### config.mk
export PLATFORM = sky130hd
export DESIGN_NAME = star_glob_path_matcher_flat
export DESIGN_NICKNAME = d
export VERILOG_FILES = /design/src/design/sgpm_pkg.sv /design/src/design/sgpm_ifs.sv /design/src/design/sgpm_cell.sv /design/src/design/star_glob_path_matcher.sv /design/src/flat_wrapper.sv
export SDC_FILE = /design/constraint.sdc
export NUM_CORES = 1
export LEC_CHECK = 0
export BUFFER_PORTS_ARGS = -buffer_cell sky130_fd_sc_hd__buf_2
export CAP_MARGIN = 40
export CORE_MARGIN = 4
export CORE_UTILIZATION = 40
export CTS_CLUSTER_DIAMETER = 150
export DETAILED_ROUTE_END_ITERATION = 7
export PLACE_DENSITY_LB_ADDON = 0.25
export SLEW_MARGIN = 20
export SYNTH_ARGS = -nofsm -noshare
export SYNTH_HDL_FRONTEND = slang
export SYNTH_HIERARCHICAL = 1
export SYNTH_SLANG_ARGS = --single-unit
### constraint.sdc
create_clock -name clk -period 33.7 [get_ports clk]
set_input_delay 1.685 -clock clk [delete_from_list [all_inputs] [get_ports clk]]
set_output_delay 1.685 -clock clk [all_outputs]
set_load 0.01 [all_outputs]
### src/design/sgpm_pkg.sv
`timescale 1ns / 1ps
`default_nettype none

package sgpm_pkg;

  localparam int PATTERN_MAX_DEF = 64;
  localparam int CHAR_W = 8;
  localparam int ACT_W = 2;

  localparam logic [ACT_W-1:0] ACT_CLEAR  = 2'd0;
  localparam logic [ACT_W-1:0] ACT_APPEND = 2'd1;
  localparam logic [ACT_W-1:0] ACT_CHAR   = 2'd2;
  localparam logic [ACT_W-1:0] ACT_END    = 2'd3;

  localparam logic [CHAR_W-1:0] STAR_BYTE  = 8'h2A;
  localparam logic [CHAR_W-1:0] DOT_BYTE   = 8'h2E;
  localparam logic [CHAR_W-1:0] SLASH_BYTE = 8'h2F;

  typedef struct packed {
    logic              clear;
    logic              wr;
    logic              wr_start;
    logic              restart;
    logic              step;
    logic [CHAR_W-1:0] wchar;
    logic [CHAR_W-1:0] cchar;
  } sgpm_ctl_t;

  function automatic logic [CHAR_W-1:0] map_byte(input logic [CHAR_W-1:0] b);
    return (b == DOT_BYTE) ? SLASH_BYTE : b;
  endfunction

endpackage

`default_nettype wire

### src/design/sgpm_ifs.sv
`timescale 1ns / 1ps
`default_nettype none

interface sgpm_in_if;
  logic                        valid;
  logic                        ready;
  logic [sgpm_pkg::ACT_W-1:0]  action;
  logic [sgpm_pkg::CHAR_W-1:0] character;
  modport source(output valid, output action, output character, input ready);
  modport sink(input valid, input action, input character, output ready);
endinterface

interface sgpm_out_if;
  logic valid;
  logic ready;
  logic matched;
  logic pattern_overflow;
  modport source(output valid, output matched, output pattern_overflow, input ready);
  modport sink(input valid, input matched, input pattern_overflow, output ready);
endinterface

`default_nettype wire

### src/design/sgpm_cell.sv
`timescale 1ns / 1ps
`default_nettype none

module sgpm_cell #(
  parameter int IDX   = 0,
  parameter int LEN_W = 7
) (
  input  wire logic                clk,
  input  wire logic                rst_n,
  input  wire sgpm_pkg::sgpm_ctl_t ctl,
  input  wire logic [LEN_W-1:0]    len,
  input  wire logic                carry_in,
  output logic                     carry_out,
  output logic                     end_hit
);

  localparam logic [LEN_W:0] IDX_L = (LEN_W + 1)'(IDX);
  localparam logic START_RST = (IDX == 0);

  logic [sgpm_pkg::CHAR_W-1:0] char_r;
  logic                        start_r;
  logic                        start_nxt;
  logic                        act_r;
  logic                        act_nxt;
  logic                        valid;
  logic                        is_star;
  logic                        nxt_pos;
  logic [LEN_W:0]              len_x;

  assign len_x   = {1'b0, len};
  assign valid   = IDX_L < len_x;
  assign is_star = (char_r == sgpm_pkg::STAR_BYTE);

  // A star position stays live and passes its activity on to the next position.
  assign nxt_pos   = carry_in | (act_r & valid & is_star);
  assign carry_out = valid & ((act_r & !is_star & (char_r == ctl.cchar)) | (nxt_pos & is_star));
  assign end_hit   = act_r & (IDX_L == len_x);

  always_comb begin
    if (ctl.clear) begin
      start_nxt = START_RST;
    end else if (ctl.wr && (IDX_L == len_x + 1'b1)) begin
      start_nxt = ctl.wr_start;
    end else begin
      start_nxt = start_r;
    end
  end

  always_comb begin
    if (ctl.restart) begin
      act_nxt = start_nxt;
    end else if (ctl.step) begin
      act_nxt = nxt_pos;
    end else begin
      act_nxt = act_r;
    end
  end

  always_ff @(posedge clk) begin
    if (!rst_n) begin
      start_r <= START_RST;
      act_r   <= START_RST;
    end else begin
      start_r <= start_nxt;
      act_r   <= act_nxt;
    end
  end

  always_ff @(posedge clk) begin
    if (ctl.wr && (IDX_L == len_x)) begin
      char_r <= ctl.wchar;
    end
  end

endmodule

`default_nettype wire

### src/design/star_glob_path_matcher.sv
// Star-only glob matcher for path strings.
// Input channel in_ch carries an action and a byte. Clear empties the pattern,
// append adds one pattern byte, a candidate byte advances the match, and an
// end word returns one result word on out_ch: matched and pattern_overflow.
// A '.' is treated as '/' both in the pattern and in the candidate.
// An input word can be accepted on every clock while no result waits on a
// stalled receiver. The match state lives in a row of PATTERN_MAX + 1 cells,
// one per pattern position, and a candidate byte ripples through that row in
// the same cycle. The result word shows in the cycle after its end word.
// The output register accepts a new input word while the previous result is
// taken in the same cycle; while the receiver stalls with a result pending,
// in_ch.ready is low and the block holds its state.
// After reset the pattern is empty, the overflow flag is clear and every
// candidate matches. Pattern bytes beyond PATTERN_MAX are dropped and raise
// pattern_overflow until the next clear.
`timescale 1ns / 1ps
`default_nettype none

module star_glob_path_matcher #(
  parameter int PATTERN_MAX = sgpm_pkg::PATTERN_MAX_DEF
) (
  input  wire logic   clk,
  input  wire logic   rst_n,
  sgpm_in_if.sink     in_ch,
  sgpm_out_if.source  out_ch
);

  localparam int LEN_W = $clog2(PATTERN_MAX + 1);
  localparam logic [LEN_W-1:0] LEN_FULL = LEN_W'(PATTERN_MAX);

  logic                        accept;
  logic                        full;
  logic                        hit;
  logic [sgpm_pkg::CHAR_W-1:0] mapped;
  logic                        mapped_star;
  logic [LEN_W-1:0]            len_r;
  logic [LEN_W-1:0]            len_nxt;
  logic                        ovf_r;
  logic                        ovf_nxt;
  logic                        all_star_r;
  logic                        all_star_nxt;
  logic                        out_valid_r;
  logic                        out_valid_nxt;
  logic                        matched_r;
  logic                        do_clear;
  logic                        do_append;
  logic                        do_char;
  logic                        do_end;
  sgpm_pkg::sgpm_ctl_t         ctl;
  logic [PATTERN_MAX+1:0]      carry;
  logic [PATTERN_MAX:0]        end_hits;

  assign in_ch.ready             = !out_valid_r || out_ch.ready;
  assign accept                  = in_ch.valid && in_ch.ready;
  assign out_ch.valid            = out_valid_r;
  assign out_ch.matched          = matched_r;
  assign out_ch.pattern_overflow = ovf_r;

  assign mapped      = sgpm_pkg::map_byte(in_ch.character);
  assign mapped_star = (mapped == sgpm_pkg::STAR_BYTE);
  assign full        = (len_r == LEN_FULL);

  always_comb begin
    do_clear  = 1'b0;
    do_append = 1'b0;
    do_char   = 1'b0;
    do_end    = 1'b0;
    unique case (in_ch.action)
      sgpm_pkg::ACT_CLEAR:  do_clear  = accept;
      sgpm_pkg::ACT_APPEND: do_append = accept;
      sgpm_pkg::ACT_CHAR:   do_char   = accept;
      sgpm_pkg::ACT_END:    do_end    = accept;
      default: ;
    endcase
  end

  always_comb begin
    ctl.clear    = do_clear;
    ctl.wr       = do_append && !full;
    ctl.wr_start = all_star_r && mapped_star;
    ctl.restart  = do_clear || do_append || do_end;
    ctl.step     = do_char;
    ctl.wchar    = mapped;
    ctl.cchar    = mapped;
  end

  always_comb begin
    len_nxt      = len_r;
    ovf_nxt      = ovf_r;
    all_star_nxt = all_star_r;
    if (do_clear) begin
      len_nxt      = '0;
      ovf_nxt      = 1'b0;
      all_star_nxt = 1'b1;
    end else if (do_append) begin
      if (full) begin
        ovf_nxt = 1'b1;
      end else begin
        len_nxt      = len_r + 1'b1;
        all_star_nxt = all_star_r && mapped_star;
      end
    end
  end

  assign carry[0] = 1'b0;

  for (genvar g = 0; g <= PATTERN_MAX; g++) begin : g_cell
    sgpm_cell #(
      .IDX   (g),
      .LEN_W (LEN_W)
    ) u_cell (
      .clk       (clk),
      .rst_n     (rst_n),
      .ctl       (ctl),
      .len       (len_r),
      .carry_in  (carry[g]),
      .carry_out (carry[g+1]),
      .end_hit   (end_hits[g])
    );
  end

  assign hit = (len_r == '0) || (|end_hits);

  always_comb begin
    out_valid_nxt = out_valid_r;
    if (do_end) begin
      out_valid_nxt = 1'b1;
    end else if (out_ch.ready) begin
      out_valid_nxt = 1'b0;
    end
  end

  always_ff @(posedge clk) begin
    if (!rst_n) begin
      len_r       <= '0;
      ovf_r       <= 1'b0;
      all_star_r  <= 1'b1;
      out_valid_r <= 1'b0;
    end else begin
      len_r       <= len_nxt;
      ovf_r       <= ovf_nxt;
      all_star_r  <= all_star_nxt;
      out_valid_r <= out_valid_nxt;
    end
  end

  always_ff @(posedge clk) begin
    if (do_end) begin
      matched_r <= hit;
    end
  end

  a_len_bound: assert property (@(posedge clk) disable iff (!rst_n)
    len_r <= LEN_FULL)
    else $error("pattern length beyond capacity");

  a_clear: assert property (@(posedge clk) disable iff (!rst_n)
    do_clear |=> (len_r == '0) && !ovf_r)
    else $error("clear did not empty the pattern");

  a_end_result: assert property (@(posedge clk) disable iff (!rst_n)
    do_end |=> out_valid_r)
    else $error("end word gave no result");

  a_ovf_cause: assert property (@(posedge clk) disable iff (!rst_n)
    $rose(ovf_r) |-> $past(do_append && full))
    else $error("overflow raised without a dropped byte");

  a_last_cell: assert property (@(posedge clk) disable iff (!rst_n)
    !carry[PATTERN_MAX+1])
    else $error("activity passed beyond the last position");

endmodule

`default_nettype wire

### src/flat_wrapper.sv
// flat-port wrapper written by rule: the top's interface ports become plain ports
module star_glob_path_matcher_flat 
#(
  parameter int PATTERN_MAX = sgpm_pkg::PATTERN_MAX_DEF
)
  (clk, rst_n, in_ch_valid, in_ch_action, in_ch_character, in_ch_ready, out_ch_valid, out_ch_matched, out_ch_pattern_overflow, out_ch_ready);
  sgpm_in_if in_ch_i ();
  sgpm_out_if out_ch_i ();
  input  wire logic clk;
  input  wire logic rst_n;
  input wire logic [$bits(in_ch_i.valid)-1:0] in_ch_valid;
  input wire logic [$bits(in_ch_i.action)-1:0] in_ch_action;
  input wire logic [$bits(in_ch_i.character)-1:0] in_ch_character;
  output wire logic [$bits(in_ch_i.ready)-1:0] in_ch_ready;
  output wire logic [$bits(out_ch_i.valid)-1:0] out_ch_valid;
  output wire logic [$bits(out_ch_i.matched)-1:0] out_ch_matched;
  output wire logic [$bits(out_ch_i.pattern_overflow)-1:0] out_ch_pattern_overflow;
  input wire logic [$bits(out_ch_i.ready)-1:0] out_ch_ready;
  assign in_ch_i.valid = in_ch_valid;
  assign in_ch_i.action = in_ch_action;
  assign in_ch_i.character = in_ch_character;
  assign in_ch_ready = in_ch_i.ready;
  assign out_ch_valid = out_ch_i.valid;
  assign out_ch_matched = out_ch_i.matched;
  assign out_ch_pattern_overflow = out_ch_i.pattern_overflow;
  assign out_ch_i.ready = out_ch_ready;
  star_glob_path_matcher #(.PATTERN_MAX(PATTERN_MAX)) u_core (.clk(clk), .rst_n(rst_n), .in_ch(in_ch_i), .out_ch(out_ch_i));
endmodule
==> flow_summary.yaml, run 1 <==
timing:
  finalHoldViolations: 0
  worstMarginPinSlew_ns: 0.7934
  final.setup.tns_ns: 0
  finalClockSkew_ns: 0.02367
  report.final.slew_viol_count: 0
  max_freq_mhz: 40.56
  timing.slew.headroom: 0.4710
  report.final.setup_viol: 0
  final_period_minus_worst_setup_slack_ns: 24.65
  layout_worst_path_cycle_share: 0.7315
  rsz0062_at_grt: "false"
synthesis:
  netlist_instances: 2895
  ys.warnings.count: 6
  synth_area_um2: 35380
  syn-mean-instance-area_um2: 12.22
clocking:
  cts_post_setup_buffers_inserted: 0
  clock_insertion_delay_worst_skew_ns: 0.62
  cts_num_sinks: 661
  number_of_buffers_created_by_cts: 74
  htreeDepth: 3
  cts.reportedPaths.clkPinSlew_ns: 0.06
  cts_max_path_buffers: 3
  cts_root_buffer: "sky130_fd_sc_hd__clkbuf_16"
  cts-resized-gates: 0
  cts_tree: "yes"
  holdBufCountCts: 0
final_layout:
  antenna_cells_inserted: 0
  number_of_standard_cells_in_the_final_layout_excluding_fillers: 4270
  final_layout_net_count: 3074
  post_route_cells_drive_above_1_share: 0.1425
  areaGrowthSynthToFinish_pct: 13.83
setup_path:
  worstPathBufferInverterCount: 1
  path_class: "primary input to flop"
  r2r_start: "u_core/g_cell[0].u_cell/char_r[0]"
  cp_top_family: "compound AO/OA/AOI/OAI gates"
  reg2regPathDepth: 131
  slowest_stage_delay_cp_ns: 0.59
  rrSetupSlack_ns: 10.93
  critical-path-top-cell-by-count: "sky130_fd_sc_hd__o21ai_0"
  critical-path-slowest-cell: "sky130_fd_sc_hd__a41o_4"
  worst_r2r_endpoint: "u_core/g_cell[64].u_cell/act_r"
  cp_capture_type: "flop"
  critical_path_required_ns: 34.25
  largest_fanout_on_the_critical_path: 38
  timing.critical_path.arrival_ns: 25.20
  timing.critical_path.from_type: "primary input"
power_and_ir_drop:
  power.density_nw_per_um2: 46.25
  vdd_ir_drop_max_v: 0.00004096
  p_leak_nw: 13.61
placed_design:
  placer_s_final_routability_congestion_estimate: 0.8283
  io_buffers: 17
  dpl.cell_count: 4131
  hpwlAfterDp_um: 60010
route:
  dr_total_vias: 25420
  viasPerCell: 5.953
  total_length_of_routed_wires_um: 100900
  drcViolationCount: 0
  drt-wirelength-per-cell_um: 23.63
  drtIter0Drc: 2152
  drt_first_pass_iters: 8
  detail-route-antenna-nets: 0
grt:
  number_of_antenna_violations_at_the_first_check_in_global_routing: 1
  first_global_vias: 26000
  globalRouteOverflowTotal: 0
  grt_start_max_net_pins: 79
  grtUsageTotal: 0.2101
  grt_pass1_wl_um: 155700
hold_path:
  min-delay-start: "u_core/g_cell[0].u_cell/start_r"
  worst_hold_path.endpoint: "u_core/g_cell[0].u_cell/start_r"
  class_of_the_most_critical_hold_timing_path: "flop to flop"
  holdPathStages: 2
flow_run:
  maxCapViolations: 0
die:
  coreArea_um2: 87290
  die_area_um2: 93270
  die_width_um: 305.4
  die_height_um: 305.4
  design.portCount: 18
  start_util: 0.4053
  floorplan.rows: 108
outcome:
  run_status: "finished clean"
sequential cells by signal, indices dropped and copies added (netlist names):
register and count:
u_core/g_cell.u_cell/char_r 520, u_core/out_ch.matched 1, u_core/out_ch.valid 1, u_core/g_cell.u_cell/start_r 65
u_core/out_ch.pattern_overflow 1, u_core/all_star_r 1, u_core/len_r 7, u_core/g_cell.u_cell/act_r 65
through the flow:
step | util | area (µm²) | total power [mW] | worst slack (ns) | hold WS (ns)
after floorplan | - | 35390 | 0.9751 | 11.68 | 0.4060
after global placement | 0.4303 | 37560 | 1.005 | 9.173 | 0.4255
after detailed placement | 0.4306 | 37590 | 1.007 | 8.699 | 0.4431
after CTS | 0.4607 | 40210 | 1.881 | 9.264 | 0.4594
after global routing | 0.4613 | 40270 | 1.925 | 6.700 | 0.4932
final | 0.4613 | 40270 | 1.863 | 9.048 | 0.4589
cell usage in the layout, fill, tap and decap left out, types with 31 or more instances in the layout:
| master | instances |
|---|---|
| sky130_fd_sc_hd__and2_1 | 31 |
| sky130_fd_sc_hd__nand3_1 | 37 |
| sky130_fd_sc_hd__nor2_1 | 153 |
| sky130_fd_sc_hd__nor4b_1 | 40 |
| sky130_fd_sc_hd__nand2_1 | 118 |
| sky130_fd_sc_hd__mux2i_1 | 58 |
| sky130_fd_sc_hd__dfxtp_1 | 133 |
| sky130_fd_sc_hd__xnor2_1 | 95 |
| sky130_fd_sc_hd__nor4_1 | 94 |
| sky130_fd_sc_hd__nand4_1 | 76 |
| sky130_fd_sc_hd__and3_1 | 76 |
| sky130_fd_sc_hd__clkbuf_16 | 79 |
| sky130_fd_sc_hd__inv_1 | 67 |
| sky130_fd_sc_hd__nand3b_1 | 43 |
| sky130_fd_sc_hd__nor3_1 | 81 |
| sky130_fd_sc_hd__nor2b_1 | 72 |
| sky130_fd_sc_hd__and4b_1 | 32 |
| sky130_fd_sc_hd__buf_4 | 67 |
| sky130_fd_sc_hd__edfxtp_1 | 521 |
| sky130_fd_sc_hd__xor2_1 | 419 |
| sky130_fd_sc_hd__o21ai_0 | 61 |
| sky130_fd_sc_hd__a21oi_1 | 65 |
| sky130_fd_sc_hd__nor4bb_1 | 52 |
tightest hold or removal path, cell delays in order (launching register included):
cell,delay [ns]
sky130_fd_sc_hd__dfxtp_1,0.31
sky130_fd_sc_hd__nor2_1,0.06
sky130_fd_sc_hd__nand2_1,0.06
power by group:
part | total [mW] | switching (mW) | internal (mW) | leakage (nW)
Clock | 0.872 | 0.331 | 0.541 | 1.29
Combinational | 0.106 | 0.0736 | 0.0322 | 6.51
Sequential | 0.885 | 0.00425 | 0.881 | 5.82
Total | 1.86 | 0.409 | 1.45 | 13.6
per-layer routing:
metal  vias up  routed length [µm]  GRT usage
met4         2                3501    0.07904
met2       824               48280     0.3565
met3       214                5444    0.03164
met1     12830               43650     0.2726
met5         -                  13          0
li1      11550                   -          -
worst max path at each step:
stage                             startpoint  slack, ns                        endpoint  depth (start not counted)
after floorplan           in_ch_character[3]      11.68  u_core/g_cell[64].u_cell/act_r                        132
after global placement    in_ch_character[7]       9.17  u_core/g_cell[64].u_cell/act_r                        134
after detailed placement  in_ch_character[7]       8.70  u_core/g_cell[64].u_cell/act_r                        134
after CTS                 in_ch_character[7]       9.26  u_core/g_cell[64].u_cell/act_r                        134
after global routing      in_ch_character[3]       6.70  u_core/g_cell[64].u_cell/act_r                        134
final                     in_ch_character[7]       9.05  u_core/g_cell[64].u_cell/act_r                        134
cell type report:
type | instances | area, µm²
clock inverters | 34 | 498.0
flip-flops and latches | 661 | 18470
fillers | 7870 | 47020
repair buffers | 90 | 789.5
inverters | 70 | 267.8
multi-input cells | 2157 | 16670
clock buffers | 103 | 2127
well taps | 1155 | 1445
Note: power is estimated with default switching activity, not from simulation.
==> run 2: changes to the inputs <==
ABC_AREA = 1   (was unset)
clock period = 25 ns   (was 33.7 ns; I/O delays follow)
==> flow_summary.yaml, run 2 <==
setup_path:
  timing.critical_path.arrival_ns: 22.43
  path_class: "primary input to flop"
  cp_capture_type: "flop"
  r2r_start: "u_core/len_r[3]"
  reg2regPathDepth: 160
  worst_r2r_endpoint: "u_core/g_cell[64].u_cell/act_r"
  critical_path_required_ns: 25.57
  largest_fanout_on_the_critical_path: 60
  timing.critical_path.from_type: "primary input"
  rrSetupSlack_ns: 4.13
  critical-path-top-cell-by-count: "sky130_fd_sc_hd__a21oi_1"
  slowest_stage_delay_cp_ns: 0.57
  critical-path-slowest-cell: "sky130_fd_sc_hd__buf_4"
timing:
  finalHoldViolations: 0
  report.final.slew_viol_count: 0
  rsz0062_at_grt: "false"
  final_period_minus_worst_setup_slack_ns: 21.86
  worstMarginPinSlew_ns: 0.8480
  report.final.setup_viol: 0
  layout_setup_ws_ns: 3.137
  timing.slew.headroom: 0.4346
  max_freq_mhz: 45.74
  layout_worst_path_cycle_share: 0.8745
  finalClockSkew_ns: 0.01765
  final.setup.tns_ns: 0
synthesis:
  syn-mean-instance-area_um2: 7.181
  ys.warnings.count: 6
  netlist_instances: 5735
  synth_area_um2: 41180
grt:
  grt_start_max_net_pins: 134
  grtUsageTotal: 0.2013
  first_global_vias: 32870
  number_of_antenna_violations_at_the_first_check_in_global_routing: 3
  globalRouteOverflowTotal: 0
  grt_pass1_wl_um: 174700
die:
  die_area_um2: 108200
  design.portCount: 18
  floorplan.rows: 117
  die_width_um: 328.9
  die_height_um: 328.9
  coreArea_um2: 102000
  start_util: 0.4036
clocking:
  htreeDepth: 3
  cts_tree: "yes"
  cts_post_setup_buffers_inserted: 0
  number_of_buffers_created_by_cts: 77
  cts_root_buffer: "sky130_fd_sc_hd__clkbuf_16"
  cts_num_sinks: 661
  cts_max_path_buffers: 3
  cts-resized-gates: 0
  clock_insertion_delay_worst_skew_ns: 0.63
  holdBufCountCts: 0
  cts.reportedPaths.clkPinSlew_ns: 0.06
final_layout:
  largest-register: "u_core/g_cell.u_cell/char_r"
  post_layout_util: 0.4558
  layout_commonest_cell: "sky130_fd_sc_hd__nand2_1"
  final_cell_mix: "sky130_fd_sc_hd__nand2_1 (1,555), sky130_fd_sc_hd__inv_1 (1,191), sky130_fd_sc_hd__nor2_1 (831)"
  number_of_standard_cells_in_the_final_layout_excluding_fillers: 7324
  areaGrowthSynthToFinish_pct: 12.93
  post_route_cells_drive_above_1_share: 0.1046
  final_layout_net_count: 5914
  reg.largest.list: "u_core/g_cell.u_cell/char_r (520), u_core/g_cell.u_cell/act_r (65), u_core/g_cell.u_cell/start_r (65)"
  largest_register_ffs: 520
route:
  drt_first_pass_iters: 6
  dr_total_vias: 35180
  viasPerCell: 4.803
  detail-route-antenna-nets: 0
  drt-wirelength-per-cell_um: 14.96
  total_length_of_routed_wires_um: 109500
  drcViolationCount: 0
  drtIter0Drc: 2297
placed_design:
  placer_s_final_routability_congestion_estimate: 0.8289
  dpl.cell_count: 7183
  io_buffers: 17
  hpwlAfterDp_um: 66770
  post-place-ws_ns: 2.450
flow_run:
  maxCapViolations: 0
hold_path:
  min-delay-start: "u_core/g_cell[0].u_cell/start_r"
  worst_hold_path.endpoint: "u_core/g_cell[0].u_cell/start_r"
  class_of_the_most_critical_hold_timing_path: "flop to flop"
  holdPathStages: 2
outcome:
  run_status: "finished clean"
power_and_ir_drop:
  power.density_nw_per_um2: 56.12
  p_leak_nw: 19.62
  vdd_ir_drop_max_v: 0.00005119
==> run 2: power by group <==
| group | switching [mW] | internal [mW] |
|---|---|---|
| clock network | 0.466 | 0.777 |
| logic | 0.124 | 0.0483 |
| registers | 0.00522 | 1.19 |
| total | 0.595 | 2.01 |
==> run 2: metrics by stage <==
stage / total power, mW / instance area, µm² / hold slack [ns]
floorplan: 1.352 / 41190 / 0.3991
global placement: 1.388 / 43620 / 0.4224
detailed placement: 1.391 / 43730 / 0.4160
CTS: 2.642 / 46510 / 0.4296
global route: 2.708 / 46510 / 0.4698
finish: 2.610 / 46510 / 0.4268
==> run 2: worst max-delay path by stage <==
stage	startpoint	to	slack, ns	cells past startpoint
after floorplan	in_ch_character[7]	u_core/g_cell[64].u_cell/act_r	2.54	163
after global placement	in_ch_character[5]	u_core/g_cell[64].u_cell/act_r	2.65	160
after detailed placement	in_ch_character[5]	u_core/g_cell[64].u_cell/act_r	2.45	160
after CTS	in_ch_character[5]	u_core/g_cell[64].u_cell/act_r	3.11	160
after global routing	in_ch_character[5]	u_core/g_cell[64].u_cell/act_r	0.64	163
final	in_ch_character[5]	u_core/g_cell[64].u_cell/act_r	3.14	160
==> run 2: final cells by class <==
class | count | area [µm²]
sequential | 661 | 18470
fill | 10110 | 55530
tap | 1368 | 1712
clock buffer | 97 | 2127
clock inverter | 43 | 650.6
antenna | 1 | 2.502
multi-input combinational | 3763 | 17840
timing repair buffer | 86 | 789.5
inverter | 1305 | 4917
==> run 2: critical path: cells and delay by family <==
| kind | cells | cell delay (ns) |
|---|---|---|
| AOI/OAI and AO/OA | 99 | 14.24 |
| and+or+nand+nor | 40 | 4.41 |
| buffers and inverters | 21 | 2.44 |
==> run 2: layer usage <==
metal / share of wire / vias up / track usage
li1: - / 18040 / -
met1: 0.46 / 16160 / 0.2734
met2: 0.46 / 819 / 0.3361
met3: 0.057 / 161 / 0.02646
met4: 0.024 / 2 / 0.05890
met5: 0.00011 / - / 0
